<file path="src/rtl/ewctu_pkg.sv">
// ----------------------------------------------------------------------------
// Encoder word check and turn unwrap package
// Shared widths, constants and the structs passed between the modules.
// ----------------------------------------------------------------------------
package ewctu_pkg;

  // Number of encoder channels kept in the position state.
  localparam int CHANNELS = 4;
  localparam int CH_W     = (CHANNELS > 1) ? $clog2(CHANNELS) : 1;

  // Field widths of one transfer.
  localparam int CHAN_W  = 2;
  localparam int WORD_W  = 16;
  localparam int ANGLE_W = 12;
  localparam int POS_W   = 32;

  // Signed difference of two angles is held with two bits above the angle.
  localparam int DIFF_W    = ANGLE_W + 2;
  localparam int TURN      = 4096;
  localparam int HALF_TURN = 2048;

  // Result of checking one reply word.
  typedef struct packed {
    logic               good;
    logic [ANGLE_W-1:0] angle;
  } check_t;

  // One result item.
  typedef struct packed {
    logic                    valid_res;
    logic signed [POS_W-1:0] position;
    logic [ANGLE_W-1:0]      angle;
  } res_t;

endpackage

</file>
<file path="src/rtl/ewctu_word_check.sv">
// ----------------------------------------------------------------------------
// Reply word check
// Tests both odd-parity check bits and extracts the 12-bit angle.
// ----------------------------------------------------------------------------
module ewctu_word_check import ewctu_pkg::*; (
  input  logic              received,
  input  logic [WORD_W-1:0] raw_word,
  output check_t            chk
);

  logic odd_group;
  logic even_group;

  // Bit 15 covers the odd data bits, bit 14 the even ones; each group is odd.
  always_comb begin
    odd_group  = raw_word[15];
    even_group = raw_word[14];
    for (int i = 0; i < 14; i += 2) begin
      even_group = even_group ^ raw_word[i];
      odd_group  = odd_group ^ raw_word[i+1];
    end
  end

  // The angle sits in data bits 13 down to 2.
  assign chk.good  = received & odd_group & even_group;
  assign chk.angle = raw_word[13:2];

endmodule

</file>
<file path="src/rtl/ewctu_unwrap.sv">
// ----------------------------------------------------------------------------
// Multi-turn unwrap
// Holds the per-channel angle and position; applies one good word a cycle on upd.
// ----------------------------------------------------------------------------
module ewctu_unwrap import ewctu_pkg::*; (
  input  logic              clk,
  input  logic              rst,
  input  logic              upd,
  input  logic [CHAN_W-1:0] channel,
  input  check_t            chk,
  output res_t              res
);

  logic [ANGLE_W-1:0]      last_angle [CHANNELS];
  logic signed [POS_W-1:0] turn_position [CHANNELS];

  logic                     ch_ok;
  logic [CH_W-1:0]          idx;
  logic [ANGLE_W-1:0]       last_cur;
  logic signed [POS_W-1:0]  pos_cur;
  logic signed [DIFF_W-1:0] diff_raw;
  logic signed [DIFF_W-1:0] diff;
  logic signed [POS_W-1:0]  pos_next;
  logic                     take;

  // Select the channel's current state.
  assign ch_ok    = 32'(channel) < 32'(CHANNELS);
  assign idx      = CH_W'(channel);
  assign last_cur = ch_ok ? last_angle[idx] : '0;
  assign pos_cur  = ch_ok ? turn_position[idx] : '0;
  assign take     = ch_ok & chk.good;

  // Wrap the angle step into a half turn either way; exactly half stays as is.
  always_comb begin
    diff_raw = $signed({2'b00, chk.angle}) - $signed({2'b00, last_cur});
    if (diff_raw > $signed(DIFF_W'(HALF_TURN))) begin
      diff = diff_raw - $signed(DIFF_W'(TURN));
    end else if (diff_raw < -$signed(DIFF_W'(HALF_TURN))) begin
      diff = diff_raw + $signed(DIFF_W'(TURN));
    end else begin
      diff = diff_raw;
    end
  end

  assign pos_next = pos_cur + {{(POS_W-DIFF_W){diff[DIFF_W-1]}}, diff};

  // State update on a good word that leaves the input stage.
  always_ff @(posedge clk) begin
    if (rst) begin
      for (int i = 0; i < CHANNELS; i++) begin
        last_angle[i]    <= '0;
        turn_position[i] <= '0;
      end
    end else if (upd && take) begin
      last_angle[idx]    <= chk.angle;
      turn_position[idx] <= pos_next;
    end
  end

  // Result reports the state after the step.
  assign res.valid_res = take;
  assign res.position  = take ? pos_next : pos_cur;
  assign res.angle     = take ? chk.angle : last_cur;

endmodule

</file>
<file path="src/rtl/encoder_word_check_and_turn_unwrap.sv">
// ----------------------------------------------------------------------------
// Encoder word check and turn unwrap
// Checks absolute encoder reply words and tracks a multi-turn position.
// ----------------------------------------------------------------------------
// Each item is held first in the input register, then in the result register,
// from which the output transfer is made.
// Throughput: one item per cycle while the output is not stalled; the per-channel
// read-modify-write of angle and position between the two registers sets it.
// Reset clears all positions and angles to zero and empties both registers.
module encoder_word_check_and_turn_unwrap import ewctu_pkg::*; (
  input  logic        clk,
  input  logic        rst,
  input  logic        s_axis_tvalid,
  output logic        s_axis_tready,
  input  logic [15:0] s_axis_tdata,  // [15:0] raw_word
  input  logic [2:0]  s_axis_tuser,  // [1:0] channel, [2] received
  output logic        m_axis_tvalid,
  input  logic        m_axis_tready,
  output logic [47:0] m_axis_tdata,  // [31:0] position, [43:32] angle, [47:44] zero
  output logic [0:0]  m_axis_tuser   // [0] valid_res
);

  logic              in_valid;
  logic [CHAN_W-1:0] in_channel;
  logic              in_received;
  logic [WORD_W-1:0] in_word;
  logic              out_valid;
  res_t              out_res;

  logic   advance;
  logic   in_take;
  check_t chk;
  res_t   res;

  // Handshake: input stage moves on whenever the result register can take it.
  assign advance       = !out_valid || m_axis_tready;
  assign s_axis_tready = !in_valid || advance;
  assign in_take       = s_axis_tvalid && s_axis_tready;

  // Input register.
  always_ff @(posedge clk) begin
    if (rst) begin
      in_valid <= 1'b0;
    end else if (in_take) begin
      in_valid <= 1'b1;
    end else if (advance) begin
      in_valid <= 1'b0;
    end
  end

  always_ff @(posedge clk) begin
    if (in_take) begin
      in_channel  <= s_axis_tuser[1:0];
      in_received <= s_axis_tuser[2];
      in_word     <= s_axis_tdata;
    end
  end

  ewctu_word_check u_check (
    .received (in_received),
    .raw_word (in_word),
    .chk      (chk)
  );

  ewctu_unwrap u_unwrap (
    .clk     (clk),
    .rst     (rst),
    .upd     (in_valid && advance),
    .channel (in_channel),
    .chk     (chk),
    .res     (res)
  );

  // Result register.
  always_ff @(posedge clk) begin
    if (rst) begin
      out_valid <= 1'b0;
    end else if (advance) begin
      out_valid <= in_valid;
    end
  end

  always_ff @(posedge clk) begin
    if (advance && in_valid) begin
      out_res <= res;
    end
  end

  assign m_axis_tvalid   = out_valid;
  assign m_axis_tdata    = {4'b0000, out_res.angle, out_res.position};
  assign m_axis_tuser[0] = out_res.valid_res;

endmodule

</file>
<file path="config.mk">
export PLATFORM = sky130hd
export DESIGN_NAME = encoder_word_check_and_turn_unwrap
export DESIGN_NICKNAME = d
export VERILOG_FILES = /design/src/rtl/ewctu_pkg.sv /design/src/rtl/ewctu_word_check.sv /design/src/rtl/ewctu_unwrap.sv /design/src/rtl/encoder_word_check_and_turn_unwrap.sv
export SDC_FILE = /design/constraint.sdc
export NUM_CORES = 1
export LEC_CHECK = 0
export ABC_CLOCK_PERIOD_IN_PS = 6360
export BUFFER_PORTS_ARGS = -buffer_cell sky130_fd_sc_hd__buf_2
export CAP_MARGIN = 10
export CELL_PAD_IN_SITES_DETAIL_PLACEMENT = 2
export CELL_PAD_IN_SITES_GLOBAL_PLACEMENT = 2
export CORE_UTILIZATION = 39
export DETAILED_ROUTE_END_ITERATION = 16
export PLACE_DENSITY = 0.77
export SLEW_MARGIN = 20
export SYNTH_ARGS = -nofsm -noshare
export SYNTH_HDL_FRONTEND = slang
export SYNTH_HIERARCHICAL = 1
export SYNTH_SLANG_ARGS = --single-unit
</file>
<file path="constraint.sdc">
create_clock -name clk -period 6.36 [get_ports clk]
set_input_delay 0.318 -clock clk [delete_from_list [all_inputs] [get_ports clk]]
set_output_delay 0.318 -clock clk [all_outputs]
set_load 0.01 [all_outputs]
</file>
### Yosys cells after proc, flatten, opt, wreduce, memory -nomap -nowiden

Memory sizes are Yosys's and may differ from the RTL's. A register that Yosys moved wholly into a read port is not among the register bits.
Index checks and enable logic that the tools add are counted.

* bits in registers: 66
* memory bits (writable): 176
* input port bits: 23
* output and inout port bits: 51
* word-level logic and storage cells: 61
* memories: 2

* add/subtract/negate cells: 4
* magnitude comparators: 2
* mux-type cells: 19
* bitwise logic cells: 16
* reductions and logical operators: 10

Memory list
* u_unwrap.turn_position: depth 4, width 32, read ports 1, clocked after Yosys merged registers in 1, wr ports 4, RTL line ewctu_unwrap.sv:15 `logic signed [POS_W-1:0] turn_position [CHANNELS];`
* u_unwrap.last_angle: depth 4, width 12, read ports 1, clocked after Yosys merged registers in 1, wr ports 4, RTL line ewctu_unwrap.sv:14 `logic [ANGLE_W-1:0] last_angle [CHANNELS];`

Operators by type and width (number)
* $mux 32: 2
* $add 32x32->32: 1
* $reduce_or 32->1: 1
* $mux 14: 2
* $mux 12: 2
* $add 14x14->14 const B: 1
* $gt 14x13->1 const B: 1
* $lt 14x12->1 const B: 1
* $sub 14x14->14 const B: 1
* $xor 1x1->1: 14
* $sub 12x12->13: 1
* $reduce_or 12->1: 1
* $mux 1: 9
* $mux 2: 4
* $logic_and 1x1->1: 3
* $and 1x1->1: 2
* $logic_not 1->1: 2
* $logic_or 1x1->1: 2
* $reduce_bool 2->1: 1

### Longest topological paths before layout

Gate-level depths: netlist of the first run.

* depth in word-level cells: 15
* mapped depth: 29
* gate-level depth less buffers: 23

### Modules after synthesis

The synthesis of the first run kept the hierarchy.

By module, submodules not included
* ewctu_unwrap: times used 1, cells an instance 906, area each 10312.4 um^2, sequential area each 5285.1 um^2
* encoder_word_check_and_turn_unwrap: times used 1, cells an instance 79, area each 2059.5 um^2, sequential area each 1961.9 um^2
* ewctu_word_check: times used 1, cells an instance 27, area each 219.0 um^2, sequential area each 0.0 um^2

### Worst setup path after synthesis of the first run

No wires, ideal clock.

* path type: reg-to-reg
* from: register, netlist name in_channel[0]
* to: register out_res (netlist bit m_axis_tdata[31]), data pin
* library setup time: 258 ps
* arrival: 6600 ps
* data required time: 6102 ps
* slack: -498 ps
* cell stages (with the launch flop): 30
* path buffers: 7
* clock period less this slack: 6858 ps
* path through: edfxtp_1 > buf_2 > clkbuf_1 > buf_1 > mux4_2 > inv_1 > ha_1 > buf_6 > a21o_1 > a221o_1 > a311o_1 > a221oi_2 > o211ai_2 > o21ai_2 > buf_6 > buf_2 > inv_1 > ha_1 > clkbuf_1 > a21oi_1 > o21bai_1 > a21oi_1 > o21bai_1 > a21oi_1 > nand2_1 > o311ai_2 > a21oi_2 > o31ai_1 > a32oi_1 > o221a_1

RTL lines
* end signal, assigned: RTL line encoder_word_check_and_turn_unwrap.sv:85 `out_res <= res;`
* end, declared: RTL line encoder_word_check_and_turn_unwrap.sv:28 `res_t out_res;`

==> results of run 1 <==
## metrics by stage
step	TNS (ns)	util (%)	setup slack [ns]	instances
after global routing	-0.2539	45.76	-0.05473	1509
after CTS	0	45.24	0.08016	1503
after global placement	0	41.90	0.2903	1435
final	0	45.76	0.1501	1509
after detailed placement	0	41.90	0.09373	1435
after floorplan	0	-	0.03876	1015
## how the worst min path moves through the flow
stage          slack, ns                    endpoint
2_1_floorplan       0.38       in_valid$_SDFFE_PP0P_
3_3_place_gp        0.48  m_axis_tvalid$_SDFFE_PP0P_
3_5_place_dp        0.50       in_word[15]$_DFFE_PP_
4_1_cts             0.01       in_valid$_SDFFE_PP0P_
5_1_grt             0.02       in_valid$_SDFFE_PP0P_
6_report            0.03       in_valid$_SDFFE_PP0P_
## worst max-delay path: cells and delay by family, from the launching register on
family	cells	cell delay, ns
AO/OA/AOI/OAI	9	2.09
XOR/XNOR	1	0.24
adder cells (fa/ha/maj)	2	0.71
buffers and inverters	2	0.33
flip-flops	1	0.34
multiplexers	3	1.36
AND/OR/NAND/NOR	5	0.85
## layer usage
layer	wire, µm	global-route usage, %	vias up
li1	-	-	3845
met5	0	0	-
met3	1369	2.808	69
met4	1068	7.458	0
met2	18630	40.18	191
met1	15300	27.76	4408
## sequential cells by signal, indices dropped and copies added, names as in the netlist
register	count
in_word	16
u_unwrap/turn_position	128
u_unwrap/last_angle	48
m_axis_tuser	1
m_axis_tvalid	1
in_received	1
in_valid	1
in_channel	2
m_axis_tdata	44
## cells by family after synthesis
kind of cell             share of synthesized area (%)
AO/OA/AOI/OAI                                    9.252
XOR/XNOR                                         4.323
adder cells (fa/ha/maj)                          3.697
buffers and inverters                            3.806
flip-flops                                       57.56
multiplexers                                     8.367
other                                          0.02978
AND/OR/NAND/NOR                                  12.97
## placed cells by master, fill, tap and decap left out, drive strengths merged, types with 5 or more instances in the layout
master       instances
inv                 31
nor3                 7
o21ai               55
and3                20
nand2b               5
and2                47
dlygate4sd3         19
o21bai              12
xor2                16
or3                  8
clkbuf              37
a21o                18
ha                  34
a31oi                8
buf                 94
clkinv               9
xnor2               41
a21oi               41
nand3               16
o21a                 6
nand2               65
mux4                43
edfxtp             240
nor2               156
## power groups by stage
stage / logic [W] / registers (W) / clock network (W)
after floorplan: 0.000919 / 0.00194 / 0
after global placement: 0.00126 / 0.00193 / 0
after detailed placement: 0.00131 / 0.00194 / 0
after CTS: 0.00134 / 0.00191 / 0.00158
after global routing: 0.00152 / 0.00192 / 0.00164
final: 0.00141 / 0.00191 / 0.00154
## cell type report
class	instances	area (µm²)	area share, %
clock buffers	37	755.7	5.220
inverters	33	127.6	0.8816
well taps	402	503.0	3.474
flip-flops and latches	242	7247	50.06
clock inverters	12	110.1	0.7606
repair buffers	113	743.2	5.134
multi-input cells	670	4990	34.47
## repair_timing
item	CTS	global route
endpoints found under the hold margin	19	0
hold buffers	19	0
setup endpoints to repair	0	39
resized for setup	0	19
buffers inserted	0	6
==> flow_summary.yaml, run 1 <==
floorplan:
  die_y_um: 181.7
  die_w_um: 181.7
  io_pins: 74
  die_area_um2: 33010
  start_util_pct: 39.80
  num_rows: 65
  design.core.area_um2: 31640
sta:
  worst_pin_slew_ns: 0.9727
  period_minus_slack_ns: 6.210
  timing.final.max_slew_violations: 0
  setup_violations: 0
  fin_hold_ws_ns: 0.03090
  fin_skew_ns: 0.01671
  hold_violations: 0
  finalCritPeriodShare_pct: 97.64
  fmax_ghz: 0.1610
  relSlewSlack_pct: 35.16
cells_and_area:
  stdcell_area_um2: 14480
  area_growth_pct: 14.98
  fillCellCount: 3128
  drive_gt1_share_pct: 20.42
  nets: 1147
  antenna_cells: 0
min_path:
  holdCritStartpoint: "s_axis_tvalid"
  hold_path_class: "primary input to flop"
  holdPathStages: 3
pwr:
  pwr_density_cell_nw_per_um2: 335.3
  pwr-share-comb_pct: 28.9
  power.clock.fraction_pct: 31.8
  power_switching_w: 0.001589
  leakage_nw: 5.582
  pwr-share-seq_pct: 39.3
  p_int_w: 0.003265
  power_w: 0.004854
  peakVddDrop_v: 0.0002500
  p_sw_share_pct: 32.74
placed_design:
  globalplace.congestion: 0.8475
  numPortBuffers: 69
  dpl.hpwl_mm: 24.22
  postPlaceCellArea_um2: 13260
yosys:
  yosys-top-cells-area: "edfxtp_1 57%, mux4_2 7.7%, nor2_1 4.6%"
  synthTopCellsByCount: "240 x edfxtp_1, 155 x nor2_1, 65 x nand2_1"
  synth_edf_count: 240
  ys.flop_type: "edfxtp_1"
  synthCells: 1012
  ys_warn_count: 6
  yosysMostFrequentCell: "edfxtp_1"
  ys_types: 77
  synth.top_cell.area_share_pct: 57.24
  async_flop_share_pct: 0
  ys_seq_area_share_pct: 57.56
  synth_top_area_cell: "edfxtp_1"
  synth-seq-cells: 242
  netlist_area_um2: 12590
  avgSynthCellArea_um2: 12.44
critical_path:
  slowest_stage: "mux4_2"
  worst-r2r-cell-count: 22
  timing.rr.start: "in_channel[0]$_DFFE_PP_"
  critPathLaunch: "in_channel[0]$_DFFE_PP_"
  cp_max_fo: 15
  crit_chain: "buf_4, mux4_2, inv_1, ha_1, a21o_1, a31oi_1, a21boi_1, o21ai_0, nand3_2, ha_4, and4_1, o211ai_1, a21oi_1, o21ai_2, a21oi_1, nand4_1, mux2i_1, nor2_2, o21ai_1, mux2_2, xnor2_2, nor2_1"
  cp-start-kind: "flop"
  worstPathRequired_ns: 6.63
  criticalPathCategory: "flop to flop"
  r2r_setup_slack_ns: 0.15
  cp_data_arrival_time_ns: 6.48
  slowest_delay_ns: 0.52
  r2r-end: "u_unwrap/turn_position[1][29]$_SDFFCE_PN0P_"
  path_common_cell: "a21oi_1"
  crit_end: "u_unwrap/turn_position[1][29]$_SDFFCE_PN0P_"
  endpoint_kind: "flop"
clock_tree:
  ctsLongestPathBuffers: 3
  cts_tree: "yes"
  numCtsBuffers: 28
  clk_latency_ns: 0.55
  clock_sinks: 242
  cts.clk_slew.worst_paths_ns: 0.06
  cts_root_buf: "clkbuf_16"
  cts.htree.levels: 1
routing:
  drc: 0
  drtAntennaViolNets: 0
  wl_per_cell_um: 24.10
  first_pass_iters: 5
  totalWireLength_mm: 36.37
  vias: 8513
  drt-initial-drc-count: 514
  routed_via_density: 5.641
run:
  maxCapViolCount: 0
run_status:
  status: "finished, final reports clean"
global_routing:
  grt_remaining_overflow: 0
  grt_pass1_wl_mm: 55.95
  grt_antenna_before_repair: 0
  globalRouteTotalUtil_pct: 22.37
  grt_max_degree: 47
  first_global_vias: 9503
Note: power is estimated with default switching activity, not from simulation.
==> run 2, diff against run 1 <==
--- a/config.mk
+++ b/config.mk
@@ -17,4 +17,3 @@
 export SYNTH_ARGS = -nofsm -noshare
 export SYNTH_HDL_FRONTEND = slang
-export SYNTH_HIERARCHICAL = 1
 export SYNTH_SLANG_ARGS = --single-unit
==> constraint.sdc (replaced) <==
create_clock -name clk -period 6.36 [get_ports clk]
set_input_delay 0.318 -clock clk [delete_from_list [all_inputs] [get_ports clk]]
set_output_delay 0.318 -clock clk [all_outputs]
set_load 0.005 [all_outputs]
==> flow_summary.yaml, run 2 <==
yosys:
  netlist_area_um2: 12530
  synth_top_area_cell: "edfxtp_1"
  ys_warn_count: 0
  ys_types: 82
  synth_edf_count: 240
  synth_mux_area_share_pct: 8.247
  synth.top_cell.area_share_pct: 57.51
  ys.flop_type: "edfxtp_1"
  synthCells: 1003
  avgSynthCellArea_um2: 12.49
  yosys-top-cells-area: "edfxtp_1 58%, mux4_2 7.9%, nor2_1 4.9%"
  ys_seq_area_share_pct: 58.15
  synthSimpleGateAreaFrac_pct: 13.42
  synth_top_family_by_area: "simple AND/OR/NAND/NOR gates"
  synthTopCellsByCount: "240 x edfxtp_1, 163 x nor2_1, 79 x nand2_1"
  async_flop_share_pct: 0
  synth_fa_ha_area_share_pct: 4.273
  synth_compound_area_share_pct: 8.856
  synth-seq-cells: 244
  synth_xor_xnor_area_share_pct: 4.014
  yosysMostFrequentCell: "edfxtp_1"
cells_and_area:
  multiInputGateArea_um2: 4969
  utilization_pct: 46.51
  final_common_cell: "edfxtp_1"
  nets: 1170
  largest_reg_flops: 128
  max_flop_register: "u_unwrap.turn_position"
  stdcell_area_um2: 14680
  drive_gt1_share_pct: 21.93
  area_growth_pct: 17.11
  layout_common_cells: "240 x edfxtp_1, 163 x nor2_1, 79 x nand2_1"
  fillCellCount: 3139
  antenna_cells: 0
  ff_latch_area_um2: 7295
sta:
  setup_tns_ns: 0
  period_minus_slack_ns: 6.134
  timing.final.max_slew_violations: 0
  hold_violations: 0
  finalCritPeriodShare_pct: 96.45
  setup_violations: 0
  fin_skew_ns: 0.02395
  fmax_ghz: 0.1630
  worst_pin_slew_ns: 0.9735
  relSlewSlack_pct: 34.82
floorplan:
  design.core.area_um2: 31560
  die_w_um: 181.3
  num_rows: 65
  start_util_pct: 39.71
  die_area_um2: 32850
  io_pins: 74
  die_y_um: 181.3
clock_tree:
  cts.htree.levels: 1
  cts_tree: "yes"
  ctsLongestPathBuffers: 3
  clock_sinks: 244
  cts_root_buf: "clkbuf_16"
  cts.clk_slew.worst_paths_ns: 0.06
  numCtsBuffers: 29
  clk_latency_ns: 0.56
routing:
  first_pass_iters: 4
  drtAntennaViolNets: 0
  routed_via_density: 5.643
  wl_per_cell_um: 25.17
  totalWireLength_mm: 38.58
  drt-initial-drc-count: 472
  vias: 8650
  drc: 0
placed_design:
  numPortBuffers: 69
  postPlaceCellArea_um2: 13370
  globalplace.congestion: 0.8553
  dpl.hpwl_mm: 25.13
global_routing:
  grt_remaining_overflow: 0
  grt_busiest_layer: "met2"
  first_global_vias: 9760
  grt_pass1_wl_mm: 59.15
  grt_max_degree: 46
  met1_usage_pct: 28.67
  grt_antenna_before_repair: 0
  globalRouteTotalUtil_pct: 23.84
  grt_use_met3_pct: 3.124
  grt_util_met2_pct: 44.14
critical_path:
  endpoint_kind: "flop"
  crit_family: "compound AO/OA/AOI/OAI gates"
  worst-r2r-cell-count: 19
  slowest_delay_ns: 0.55
  worst-path-stages: 19
  crit_chain: "mux4_2, ha_1, inv_1, fa_1, a2111oi_0, or3b_1, nor4_4, a31o_4, clkinvlp_4, buf_4, ha_1, a21oi_1, a21boi_0, a311oi_2, a211oi_1, nor3_2, o21ai_2, xnor3_1, nor2_1"
  slowest_stage: "mux4_2"
  cp_data_arrival_time_ns: 6.43
  crit_buf_inv: 3
  worstPathRequired_ns: 6.65
  cp-start-kind: "flop"
  cp_max_fo: 10
  path_common_cell: "ha_1"
  criticalPathCategory: "flop to flop"
pwr:
  peakVddDrop_v: 0.0001965
  power_w: 0.005218
  leakage_nw: 5.692
  pwr_density_cell_nw_per_um2: 355.5
run_status:
  status: "finished, final reports clean"
run:
  maxCapViolCount: 0
min_path:
  holdCritStartpoint: "rst"
  holdPathStages: 2
  hold_path_class: "primary input to flop"
run 2: logic make-up after synthesis:
family / count (synthesis)
other: 1
and+or+nand+nor: 357
muxes: 48
adders and majority gates: 42
buffers and inverters: 91
xor gates and xnor gates: 55
AOI/OAI and AO/OA: 165
DFF: 244
run 2: final cells by class:
type | instances | share of cell area [%]
clock buffer | 33 | 5.047
clock inverter | 21 | 1.194
inverter | 34 | 0.8951
multi-input combinational | 671 | 33.85
sequential | 244 | 49.70
tap | 402 | 3.427
timing repair buffer | 128 | 5.882
run 2: timing repair:
action / CTS / global route
endpoints found under the hold margin: 20 / 0
setup buffers: 0 / 15
setup endpoints to repair: 0 / 50
resized for setup: 0 / 11
hold buffers: 20 / 0
run 2: path summary, 6_finish.rpt:
kind | slack, ns | to
hold reg to reg | 0.57 | in_valid$_SDFFE_PP0P_
setup reg to reg | 0.23 | u_unwrap.turn_position[3][31]$_DFFE_PP_
hold / removal | 0.05 | in_valid$_SDFFE_PP0P_
setup / recovery | 0.23 | u_unwrap.turn_position[3][31]$_DFFE_PP_
run 2: per-layer routing:
layer,routed length (µm),vias to the layer above
li1,-,3887
met4,1140,0
met2,20490,187
met3,1339,77
met5,0,-
met1,15610,4499
run 2: where the power goes:
| part | total [W] | switching [W] | internal (W) |
|---|---|---|---|
| sequential | 0.00193 | 0.0000441 | 0.00188 |
| clock | 0.00161 | 0.000691 | 0.000921 |
| combinational | 0.00168 | 0.00110 | 0.000583 |
run 2: per-stage QoR:
step | setup slack [ns] | instances | hold WS [ns]
floorplan | 0.01045 | 1006 | 0.3904
global placement | 0.3564 | 1444 | 0.4944
detailed placement | 0.08128 | 1444 | 0.4967
CTS | 0.007641 | 1518 | 0.02532
global route | -0.05117 | 1533 | 0.06111
finish | 0.2258 | 1533 | 0.04683
==> run 3, diff against run 2 <==
- CELL_PAD_IN_SITES_DETAIL_PLACEMENT: 2 -> 0
- CELL_PAD_IN_SITES_GLOBAL_PLACEMENT: 2 -> 1
- CORE_UTILIZATION: 39 -> 45
- PLACE_DENSITY: 0.77 -> 0.76
- TNS_END_PERCENT: unset -> 10
==> flow_summary.yaml, run 3 (synthesis gave the netlist of run 2 again) <==
critical_path:
  cp_max_fo: 12
  crit_buf_inv: 3
  cp_data_arrival_time_ns: 6.21
  cp-start-kind: "flop"
  r2r-end: "u_unwrap.turn_position[1][28]$_SDFFCE_PN0P_"
  crit_chain: "buf_12, mux4_2, inv_1, ha_1, a21o_1, or3_4, o21ai_4, nor3b_1, or4_4, a31o_4, inv_2, ha_1, and3_1, a221oi_1, maj3_2, o211ai_2, a41o_1, a221oi_2, xor2_1, nor2_1"
  slowest_delay_ns: 0.58
  criticalPathCategory: "flop to flop"
  endpoint_kind: "flop"
  worst-r2r-cell-count: 20
  slowest_stage: "or4_4"
  r2r_setup_slack_ns: 0.42
  crit_family: "compound AO/OA/AOI/OAI gates"
  path_common_cell: "ha_1"
  worstPathRequired_ns: 6.63
routing:
  routed_via_density: 5.464
  wl_per_cell_um: 19.90
  drtAntennaViolNets: 0
  vias: 8120
  drc: 0
  drt-initial-drc-count: 555
  first_pass_iters: 4
  totalWireLength_mm: 29.56
sta:
  period_minus_slack_ns: 5.943
  finalCritPeriodShare_pct: 93.45
  relSlewSlack_pct: 48.87
  fmax_ghz: 0.1683
  fin_hold_ws_ns: 0.05170
  setup_tns_ns: 0
  rsz0062_at_grt: "no"
  timing.final.max_slew_violations: 0
  worst_pin_slew_ns: 0.7660
  hold_violations: 0
  setup_violations: 0
  fin_skew_ns: 0.01013
cells_and_area:
  antenna_cells: 0
  layout_common_cells: "240 x edfxtp_1, 163 x nor2_1, 79 x nand2_1"
  drive_gt1_share_pct: 19.75
  largest_reg_flops: 128
  final_common_cell: "edfxtp_1"
  area_growth_pct: 14.89
  stdcell_count: 1486
  multiInputGateArea_um2: 4916
  nets: 1159
  fillCellCount: 2264
  ff_latch_area_um2: 7295
  max_flop_register: "u_unwrap.turn_position"
  stdcell_area_um2: 14400
clock_tree:
  cts_root_buf: "clkbuf_16"
  clock_sinks: 244
  ctsLongestPathBuffers: 3
  cts.clk_slew.worst_paths_ns: 0.06
  numCtsBuffers: 27
  cts.htree.levels: 1
  cts_tree: "yes"
  clk_latency_ns: 0.54
floorplan:
  die_area_um2: 28520
  num_rows: 60
  design.core.area_um2: 27100
  die_w_um: 168.9
  start_util_pct: 46.24
  io_pins: 74
  die_y_um: 168.9
pwr:
  peakVddDrop_v: 0.0002629
  pwr_density_cell_nw_per_um2: 338.0
  leakage_nw: 5.578
min_path:
  hold_path_class: "primary input to flop"
  holdCritStartpoint: "rst"
  holdPathStages: 2
  hold-path-endpoint: "m_axis_tvalid$_SDFFE_PP0P_"
placed_design:
  numPortBuffers: 69
  dpl.hpwl_mm: 19.42
  globalplace.congestion: 0.9062
  dp_cells: 1414
  postPlaceCellArea_um2: 13330
global_routing:
  grt_pass1_wl_mm: 46.24
  grt_antenna_before_repair: 0
  first_global_vias: 8250
  globalRouteTotalUtil_pct: 21.23
  grt_max_degree: 46
  grt_remaining_overflow: 0
run_status:
  status: "finished, final reports clean"
run:
  maxCapViolCount: 0
[run 3: cell count changes in the layout (fill, tap and decap cells not counted), moves of 3 or more]
cell / delta
xor2_1: +3
clkbuf_1: +3
clkinvlp_4: -3
clkinv_2: -7
xor2_2: -3
buf_4: -9
[run 3: power by group]
part | internal (W) | switching (W)
clock | 0.000816 | 0.000609
sequential | 0.00188 | 0.0000365
combinational | 0.000543 | 0.000978
total | 0.00324 | 0.00162
[run 3: worst max-delay path by stage]
stage                                                             end  slack (ns)  cells after the start
after floorplan               u_unwrap.turn_position[3][31]$_DFFE_PP_        0.01                     25
after global placement        u_unwrap.turn_position[3][28]$_DFFE_PP_        0.34                     20
after detailed placement  u_unwrap.turn_position[1][25]$_SDFFCE_PN0P_        0.24                     19
after CTS                 u_unwrap.turn_position[1][25]$_SDFFCE_PN0P_        0.23                     19
after global routing      u_unwrap.turn_position[1][25]$_SDFFCE_PN0P_        0.05                     20
final                     u_unwrap.turn_position[1][28]$_SDFFCE_PN0P_        0.42                     20
[run 3: per-stage QoR]
step                utilization [%]  total power, W  setup slack, ns
global placement              49.18        0.003449           0.3377
floorplan                         -        0.003044          0.01045
global route                  53.13        0.005123          0.05115
CTS                           52.85        0.004889           0.2332
finish                        53.13        0.004866           0.4167
detailed placement            49.18        0.003451           0.2369
[run 3: area by class of cell]
cell class / instances / area share, %
Clock inverter: 12 / 0.6431
Inverter: 34 / 0.9125
Tap cell: 372 / 3.233
Sequential cell: 244 / 50.66
Timing Repair Buffer: 119 / 5.527
Multi-Input combinational cell: 671 / 34.14
Clock buffer: 34 / 4.875
[run 3: routing by layer]
layer | track usage [%] | up-vias | wire, µm
met4 | 5.257 | 0 | 690
met2 | 37.80 | 204 | 14910
li1 | - | 3867 | -
met1 | 27.01 | 4004 | 12560
met5 | 0 | - | 0
met3 | 3.297 | 45 | 1410
[run 3: timing repair]
action                                  4_1_cts  5_1_grt
endpoints found under the setup margin        0       31
gates resized for setup                       0        3
endpoints found under the hold margin        20        0
hold buffers                                 20        0
buffers inserted                              0        6
